==> config.mk <==
export PLATFORM = sky130hd
export DESIGN_NAME = rounded_integer_square_root
export DESIGN_NICKNAME = d
export VERILOG_FILES = /design/src/hdl/risr_pkg.sv /design/src/hdl/risr_cell.sv /design/src/hdl/risr_round.sv /design/src/hdl/rounded_integer_square_root.sv
export SDC_FILE = /design/constraint.sdc
export NUM_CORES = 1
export LEC_CHECK = 0
export ABC_AREA = 1
export BUFFER_PORTS_ARGS = -buffer_cell sky130_fd_sc_hd__buf_2
export CAP_MARGIN = 5
export CORE_MARGIN = 2
export CORE_UTILIZATION = 50
export CTS_CLUSTER_DIAMETER = 100
export DETAILED_ROUTE_END_ITERATION = 6
export PLACE_DENSITY = 0.76
export RECOVER_POWER = 100
export SLEW_MARGIN = 10
export SYNTH_ARGS = -nofsm -noshare
export SYNTH_HDL_FRONTEND = slang
export SYNTH_SLANG_ARGS = --single-unit
==> constraint.sdc <==
create_clock -name clock -period 5.43 [get_ports clock]
set_input_delay 1.086 -clock clock [delete_from_list [all_inputs] [get_ports clock]]
set_output_delay 1.086 -clock clock [all_outputs]
set_load 0.02 [all_outputs]
==> src/hdl/risr_pkg.sv <==
// Shared constants for the rounded integer square root block.
`default_nettype none

package risr_pkg;

   // Width of the rounded root on the result channel.
   localparam int unsigned ROOT_BITS = 16;

endpackage : risr_pkg

`default_nettype wire

==> src/hdl/risr_cell.sv <==
// One digit step of the square root chain: brings down two radicand bits, decides one root bit.
`default_nettype none

module risr_cell #(
   parameter int unsigned RAD_W  = 32,
   parameter int unsigned ROOT_W = 16,
   parameter int unsigned REM_W  = 18
) (
   input  wire logic              clock,
   input  wire logic              reset,
   // upstream side
   input  wire logic              in_valid,
   input  wire logic [RAD_W-1:0]  in_rad,
   input  wire logic [ROOT_W-1:0] in_root,
   input  wire logic [REM_W-1:0]  in_rem,
   output logic                   in_ready,
   // downstream side
   output logic                   out_valid,
   output logic [RAD_W-1:0]       out_rad,
   output logic [ROOT_W-1:0]      out_root,
   output logic [REM_W-1:0]       out_rem,
   input  wire logic              out_ready
);

   localparam int unsigned WIDE_W = REM_W + 2;

   logic              valid_ff;
   logic [RAD_W-1:0]  rad_ff,  rad_in;
   logic [ROOT_W-1:0] root_ff, root_in;
   logic [REM_W-1:0]  rem_ff,  rem_in;
   logic [WIDE_W-1:0] rem_shift;
   logic [WIDE_W-1:0] trial;
   logic [WIDE_W-1:0] diff;
   logic              fit;

   // stage takes a beat when empty or when its content moves on
   assign in_ready = !valid_ff || out_ready;

   // trial subtract of (4*root + 1) from the remainder with two new bits
   always_comb begin
      rem_shift = {in_rem, in_rad[RAD_W-1 -: 2]};
      trial     = {{(WIDE_W - ROOT_W - 2){1'b0}}, in_root, 2'b01};
      fit       = (rem_shift >= trial);
      diff      = rem_shift - trial;
      rem_in    = fit ? diff[REM_W-1:0] : rem_shift[REM_W-1:0];
      root_in   = ROOT_W'({in_root, fit});
      rad_in    = RAD_W'({in_rad, 2'b00});
   end

   // stage valid
   always_ff @(posedge clock) begin
      if (reset) begin
         valid_ff <= 1'b0;
      end else if (in_ready) begin
         valid_ff <= in_valid;
      end
   end

   // stage payload
   always_ff @(posedge clock) begin
      if (in_ready && in_valid) begin
         rad_ff  <= rad_in;
         root_ff <= root_in;
         rem_ff  <= rem_in;
      end
   end

   assign out_valid = valid_ff;
   assign out_rad   = rad_ff;
   assign out_root  = root_ff;
   assign out_rem   = rem_ff;

endmodule : risr_cell

`default_nettype wire

==> src/hdl/risr_round.sv <==
// Final stage: rounds the floor root to nearest and holds the result beat.
`default_nettype none

module risr_round
   import risr_pkg::*;
#(
   parameter int unsigned ROOT_W = 16,
   parameter int unsigned REM_W  = 18
) (
   input  wire logic                 clock,
   input  wire logic                 reset,
   input  wire logic                 in_valid,
   input  wire logic [ROOT_W-1:0]    in_root,
   input  wire logic [REM_W-1:0]     in_rem,
   output logic                      in_ready,
   output logic                      rsp_valid,
   output logic [ROOT_BITS-1:0]      rsp_root,
   input  wire logic                 rsp_stall
);

   localparam int unsigned SUM_W = ROOT_W + 1;
   localparam int unsigned EXT_W = (SUM_W > ROOT_BITS) ? SUM_W : ROOT_BITS;

   logic                 valid_ff;
   logic [ROOT_BITS-1:0] root_ff, root_in;
   logic                 round_up;
   logic [SUM_W-1:0]     sum;
   logic [EXT_W-1:0]     sum_ext;

   assign in_ready = !valid_ff || !rsp_stall;

   // remainder above the floor root means x > r*r + r: round up
   always_comb begin
      round_up = (in_rem > REM_W'(in_root));
      sum      = {1'b0, in_root} + SUM_W'(round_up);
      sum_ext  = EXT_W'(sum);
      root_in  = sum_ext[ROOT_BITS-1:0];
   end

   // result register
   always_ff @(posedge clock) begin
      if (reset) begin
         valid_ff <= 1'b0;
         root_ff  <= '0;
      end else if (in_ready) begin
         valid_ff <= in_valid;
         if (in_valid) begin
            root_ff <= root_in;
         end
      end
   end

   assign rsp_valid = valid_ff;
   assign rsp_root  = root_ff;

endmodule : risr_round

`default_nettype wire

==> src/hdl/rounded_integer_square_root.sv <==
// Top level of the rounded integer square root: a chain of digit cells and a rounding stage.
//
// Usage:
//   Request channel (req_valid, req_stall, req_radicand) carries one unsigned radicand per
//   beat; response channel (rsp_valid, rsp_stall, rsp_root) returns round(sqrt(radicand)),
//   16 bits, in the same order. A beat moves when valid is high and stall is low.
//   Structure: one cell per root bit, most significant first, then the rounding stage.
//   Throughput: one beat per cycle while req_stall is low; each cell resolves one root bit and
//   hands its remainder, partial root and remaining radicand bits to the next cell.
//   Stall: each stage holds its beat only while the stage after it is full and stalled, so
//   empty stages keep filling while a finished result waits; req_stall rises only once the
//   whole chain is full behind a stalled response.
//   Reset: synchronous, active high; all stage valids clear and the result reads 0.
//   If RADICAND_BITS makes the rounded root exceed 16 bits, rsp_root keeps its low 16 bits.
`default_nettype none

module rounded_integer_square_root
   import risr_pkg::*;
#(
   parameter int unsigned RADICAND_BITS = 31
) (
   input  wire logic                     clock,
   input  wire logic                     reset,
   input  wire logic                     req_valid,
   output logic                          req_stall,
   input  wire logic [RADICAND_BITS-1:0] req_radicand,
   output logic                          rsp_valid,
   input  wire logic                     rsp_stall,
   output logic [ROOT_BITS-1:0]          rsp_root
);

   localparam int unsigned STEPS  = (RADICAND_BITS + 1) / 2;
   localparam int unsigned RAD_W  = 2 * STEPS;
   localparam int unsigned ROOT_W = STEPS;
   localparam int unsigned REM_W  = STEPS + 2;

   // links between stages; link 0 is the request side
   logic              link_valid [STEPS+1];
   logic              link_ready [STEPS+1];
   logic [RAD_W-1:0]  link_rad   [STEPS+1];
   logic [ROOT_W-1:0] link_root  [STEPS+1];
   logic [REM_W-1:0]  link_rem   [STEPS+1];

   // request feeds the first cell with a zero root and remainder
   assign link_valid[0] = req_valid;
   assign link_rad[0]   = RAD_W'(req_radicand);
   assign link_root[0]  = '0;
   assign link_rem[0]   = '0;
   assign req_stall     = !link_ready[0];

   // one cell per root bit, most significant first
   for (genvar i = 0; i < STEPS; i++) begin : g_cell
      risr_cell #(
         .RAD_W  (RAD_W),
         .ROOT_W (ROOT_W),
         .REM_W  (REM_W)
      ) u_cell (
         .clock     (clock),
         .reset     (reset),
         .in_valid  (link_valid[i]),
         .in_rad    (link_rad[i]),
         .in_root   (link_root[i]),
         .in_rem    (link_rem[i]),
         .in_ready  (link_ready[i]),
         .out_valid (link_valid[i+1]),
         .out_rad   (link_rad[i+1]),
         .out_root  (link_root[i+1]),
         .out_rem   (link_rem[i+1]),
         .out_ready (link_ready[i+1])
      );
   end

   // rounding and result register
   risr_round #(
      .ROOT_W (ROOT_W),
      .REM_W  (REM_W)
   ) u_round (
      .clock     (clock),
      .reset     (reset),
      .in_valid  (link_valid[STEPS]),
      .in_root   (link_root[STEPS]),
      .in_rem    (link_rem[STEPS]),
      .in_ready  (link_ready[STEPS]),
      .rsp_valid (rsp_valid),
      .rsp_root  (rsp_root),
      .rsp_stall (rsp_stall)
   );

endmodule : rounded_integer_square_root

`default_nettype wire

Yosys cells after proc, flatten, opt, wreduce, memory -nomap -nowiden
Index checks and enable logic that the tools add are counted.

word-level totals
  latch bits = 0
  register bits after elaboration = 681
  memories kept = 0
  bits in writable memories = 0
  ROM bits = 0
  bits of input ports = 35

cells by class
  multiplexer cells = 16
  reduce and logical (&&, ||, !) cells = 53
  magnitude comparators = 17
  $mul = 0
  bitwise operators = 0
  shift operators = 0
  divide/modulo/power cells = 0
  add/sub/neg operators = 17
  eq/ne operators = 0

operators by type and width
  kind                                          number
  2-to-1 mux 18 bit                             15
  greater-or-equal comparator 20 x 10 -> 1 bit  1
  greater-or-equal comparator 20 x 11 -> 1 bit  1
  greater-or-equal comparator 20 x 12 -> 1 bit  1
  greater-or-equal comparator 20 x 13 -> 1 bit  1
  greater-or-equal comparator 20 x 14 -> 1 bit  1
  greater-or-equal comparator 20 x 15 -> 1 bit  1
  greater-or-equal comparator 20 x 16 -> 1 bit  1
  greater-or-equal comparator 20 x 17 -> 1 bit  1
  greater-or-equal comparator 20 x 3 -> 1 bit   1
  greater-or-equal comparator 20 x 4 -> 1 bit   1
  greater-or-equal comparator 20 x 5 -> 1 bit   1
  greater-or-equal comparator 20 x 6 -> 1 bit   1
  greater-or-equal comparator 20 x 7 -> 1 bit   1
  greater-or-equal comparator 20 x 8 -> 1 bit   1
  greater-or-equal comparator 20 x 9 -> 1 bit   1
  zero test 1 bit                               19
  > comparator 18 x 16 -> 1 bit                 1
  subtractor 18 x 10 -> 18 bit                  1
  subtractor 18 x 11 -> 18 bit                  1
  subtractor 18 x 12 -> 18 bit                  1
  subtractor 18 x 13 -> 18 bit                  1
  subtractor 18 x 14 -> 18 bit                  1
  subtractor 18 x 15 -> 18 bit                  1
  16 further kinds                              47

Longest topological paths before layout
  word-level depth = 19
  mapped depth = 22
  mapped depth without buffers = 22

Modules after synthesis
From an unflattened synthesis, not the netlist that was laid out.

unflattened totals
  cells, all modules = 5576
  area, all modules = 55723.4 sq um

modules (own cells, without submodules)
  module                             sequential area each (sq um)  cells each  area an instance (sq um)  instances
  risr_cell at g_cell[0].u_cell ...  1941.9                        334         3393.3                    15
  risr_cell at g_cell[1].u_cell      1941.9                        334         3370.7                    1
  risr_round                         340.3                         230         1446.4                    1
  rounded_integer_square_root        0.0                           2           7.5                       1

Least setup slack after synthesis
Ideal clock, no wire load.

  path kind = input to register
  start = input rsp_stall
  end = register g_cell[1].u_cell.rad_ff[10] (enable)
  path buffers = 0
  path slack = 1223 ps
  stages = 11
  arrival time = 3754 ps
  cell sequence = nand2_1 > nor2_2 > nand4_2 > nor2_2 > nand4_2 > nor2_2 > nand4_2 > nor2_2 > nand2_1 > inv_1 > a21oi_1

between the ends
  longest elaborated chain between the ends = 18

RTL lines
  element                          RTL line                           source
  from (decl)                      rounded_integer_square_root.sv:28  input wire logic rsp_stall,
  zero test 1 bit                  risr_round.sv:30                   assign in_ready = !valid_ff || !rsp_stall;
  logical OR 1 bit                 risr_round.sv:30
  logical OR 1 bit (15 in series)  risr_cell.sv:37                    assign in_ready = !valid_ff || out_ready;
  logical AND 1 bit                risr_cell.sv:61                    if (in_ready && in_valid) begin
  to (signal assigned)             risr_cell.sv:62                    rad_ff <= rad_in;
  to (decl)                        risr_cell.sv:28                    logic [RAD_W-1:0] rad_ff, rad_in;

Every way passes these cells.
A chain may end at the register's enable or synchronous reset.

Final worst setup path
  start = input rsp_stall
  end = output req_stall

between the ends
  longest elaborated chain between the ends = 19

RTL lines
  element                          RTL line                           source
  zero test 1 bit                  risr_round.sv:30
  logical OR 1 bit                 risr_round.sv:30
  logical OR 1 bit (16 in series)  risr_cell.sv:37
  zero test 1 bit                  rounded_integer_square_root.sv:49  assign req_stall = !link_ready[0];
  to (decl)                        rounded_integer_square_root.sv:25  output logic req_stall,

Every way passes these cells.

==> impl_metrics.py <==
metrics = {
    "pwr": {
        "p_seq_frac": 0.545,
        "ir_drop_mv": 0.294,
        "switching_share": 0.199,
        "clockPowerShare": 0.438,
        "p_sw_mw": 2.10,
        "powerDensity_nw_per_um2": 296,
        "combPwrFrac": 0.017,
        "leakagePower_nw": 13.7,
        "intPower_mw": 8.45,
    },
    "synthesis": {
        "synth_area_um2": 32600,
        "async_flop_share": 0,
        "syn_avg_cell_area_um2": 11.2,
        "synth-edff-count": 640,
        "ys_ff_latch": 673,
        "ys_warn_count": 0,
        "synthCells": 2912,
        "synth_top_area_share": 0.589,
        "yosys.area.top_type": "edfxtp_1",
        "synthTopCellsByArea": "edfxtp_1 (59%), ha_1 (6.6%), nand2_1 (5.0%), inv_1 (4.4%), xor2_1 (3.5%)",
        "synth_cell_types": 70,
        "synthFlopType": "edfxtp_1",
        "yosysSeqAreaShare": 0.610,
        "synth_nets": 3119,
    },
    "floorplan": {
        "initial_core_util": 0.506,
        "coreArea_um2": 64500,
        "die_area_um2": 67300,
        "die_y_um": 259,
        "rows": 93,
        "die_w_um": 259,
        "io_pins": 53,
    },
    "critical_path": {
        "startpoint_type": "input port",
        "regToRegSetupSlack_ns": 1.47,
        "worstPathRequired_ns": 4.34,
        "endpoint_kind": "output port",
        "critPathKind": "in2out",
        "worstPathArrival_ns": 3.15,
        "reg2reg_depth": 11,
        "path_max_fanout": 4,
        "rr_startpoint": "g_cell[13].u_cell.out_rem[0]",
        "r2r_end": "g_cell[14].u_cell.out_rem[1]",
    },
    "global_route": {
        "grtUsageTotal": 0.169,
        "grt-ovfl-total": 0,
        "antenna_found_initial": 1,
        "grt_pass1_wl_um": 92800,
        "grt_pass1_vias": 19566,
        "grt_max_degree": 48,
    },
    "detailed_routing": {
        "drtAntennaViolNets": 0,
        "num_vias": 20106,
        "first_pass_iters": 5,
        "wl_per_cell_um": 14.4,
        "via_per_inst": 5.12,
        "drt_iter0_markers": 1298,
        "routed_wl_um": 56500,
        "drc_errors": 0,
    },
    "hold_path": {
        "whs_endpoint": "g_cell[1].u_cell.out_rad[17]",
        "min_from": "g_cell[0].u_cell.out_rad[15]",
        "hold_class": "reg2reg",
        "hold_depth": 0,
    },
    "flow_run": {
        "cap_violations": 17,
    },
    "layout": {
        "n_antenna_cell": 0,
        "nets": 3227,
        "final_cell_mix": "edfxtp_1 (640), nand2_1 (444), inv_1 (391)",
        "area_delta_synth_final_pct": 9.17,
        "final_common_cell": "edfxtp_1",
        "nFillCells": 5398,
        "final_cells": 3928,
        "regArea_um2": 19900,
        "multi_input_area_um2": 10600,
        "drive_gt1_frac": 0.0566,
    },
    "place": {
        "dp_hpwl_um": 41300,
        "portBuffers": 52,
        "gp_congestion": 0.905,
        "dp_cells": 3803,
    },
    "status": {
        "status": "finished with violations",
        "violations": "max-capacitance violations, max-slew violations",
    },
    "clocking": {
        "cts_hold_buf": 0,
        "cts-root-buf": "clkbuf_16",
        "cts_tree": "done",
        "cts_resized": 0,
        "cts_setup_buffers": 0,
        "clock_latency_ns": 0.61,
        "clk_pin_slew_ns": 0.06,
        "cts_num_sinks": 673,
        "cts_max_level": 3,
        "cts_buffers": 69,
        "cts_buffer_depth": 3,
    },
    "sta": {
        "fin_crit_sh": 0.780,
        "relSlewSlack": -1.19,
        "setup_viol": 0,
        "rsz0062_at_grt": "false",
        "setup_tns_ns": 0,
        "maxSlewViolCount": 636,
        "final.min_clock_period_ns": 4.23,
        "fin_skew_ns": 0.0287,
        "fmax_mhz": 236,
        "hold_viol": 0,
        "worst_pin_slew_ns": 3.28,
    },
}
==> routing by layer <==
layer,part of all wire,global-route usage,up-vias
li1,-,-,10245
met1,0.42,0.204,9327
met2,0.50,0.302,410
met3,0.045,0.0305,124
met4,0.034,0.0639,0
met5,0,0,-
==> flip-flops by register name, summed over array words and instances (netlist names) <==
name                     flops
u_round.rsp_valid            1
u_round.rsp_root            16
g_cell.u_cell.out_root     136
g_cell.u_cell.out_valid     16
g_cell.u_cell.out_rad      240
g_cell.u_cell.out_rem      264
==> through the flow <==
step	cell area, µm²	power [mW]	hold slack (ns)	setup WS (ns)	util
after floorplan	32600	5.98	0.400	1.22	-
after global placement	33900	6.03	0.401	1.60	0.526
after detailed placement	33900	6.04	0.405	1.58	0.526
after CTS	36100	10.7	0.403	1.58	0.560
after global routing	35600	10.9	0.412	0.819	0.552
final	35600	10.5	0.408	1.20	0.552
==> cells in the mapped netlist, drive strengths merged (22+ instances only) <==
| master | n |
|---|---|
| xor2 | 130 |
| nor3 | 45 |
| edfxtp | 640 |
| o21ai | 223 |
| nand2 | 449 |
| xnor2 | 68 |
| buf | 22 |
| nor2 | 283 |
| nand4 | 27 |
| a21oi | 176 |
| nand3 | 102 |
| dfxtp | 33 |
| ha | 172 |
| inv | 401 |
==> cells by family after synthesis <==
| group | after synthesis | share of synthesized area |
|---|---|---|
| AOI/OAI and AO/OA | 487 | 0.0881 |
| xor gates and xnor gates | 198 | 0.0532 |
| adders and majority gates | 172 | 0.0660 |
| buffers and inverters | 430 | 0.0535 |
| DFF | 673 | 0.610 |
| muxes | 1 | 0.000307 |
| other | 1 | 0.000115 |
| and+or+nand+nor | 950 | 0.129 |
==> worst max path at each step <==
| stage | from | end | slack [ns] | depth (start not counted) |
|---|---|---|---|---|
| 2_1_floorplan | rsp_stall | g_cell[1].u_cell.out_rad[10] | 1.22 | 11 |
| 3_3_place_gp | rsp_stall | req_stall | 1.60 | 12 |
| 3_5_place_dp | rsp_stall | req_stall | 1.58 | 12 |
| 4_1_cts | rsp_stall | req_stall | 1.58 | 12 |
| 5_1_grt | rsp_stall | g_cell[5].u_cell.out_rem[3] | 0.82 | 10 |
| 6_report | rsp_stall | req_stall | 1.20 | 12 |
==> critical path, cell delays in order <==
cell and delay, ns:
buf_2 0.08, nand2_1 0.07, nor2_1 0.14, nand4_1 0.15, nor2_1 0.19, nand4_2 0.14
nor2_1 0.31, nand4_1 0.24, nor2_1 0.30, nand4_2 0.15, inv_1 0.08, clkbuf_1 0.22
==> layout make-up <==
| class | instances | area share |
|---|---|---|
| Multi-Input combinational cell | 1809 | 0.299 |
| Tap cell | 855 | 0.0301 |
| Timing Repair Buffer | 65 | 0.00805 |
| Clock inverter | 32 | 0.00893 |
| Clock buffer | 92 | 0.0533 |
| Sequential cell | 673 | 0.558 |
| Inverter | 402 | 0.0426 |
==> power by group through the flow <==
stage | clock, mW | combinational (mW) | sequential (mW)
after global placement | 0 | 0.174 | 5.86
final | 4.62 | 0.175 | 5.75
after CTS | 4.73 | 0.184 | 5.75
after global routing | 4.92 | 0.202 | 5.76
after detailed placement | 0 | 0.181 | 5.86
after floorplan | 0 | 0.134 | 5.85
No activity file was read; power rests on OpenSTA's default activity.
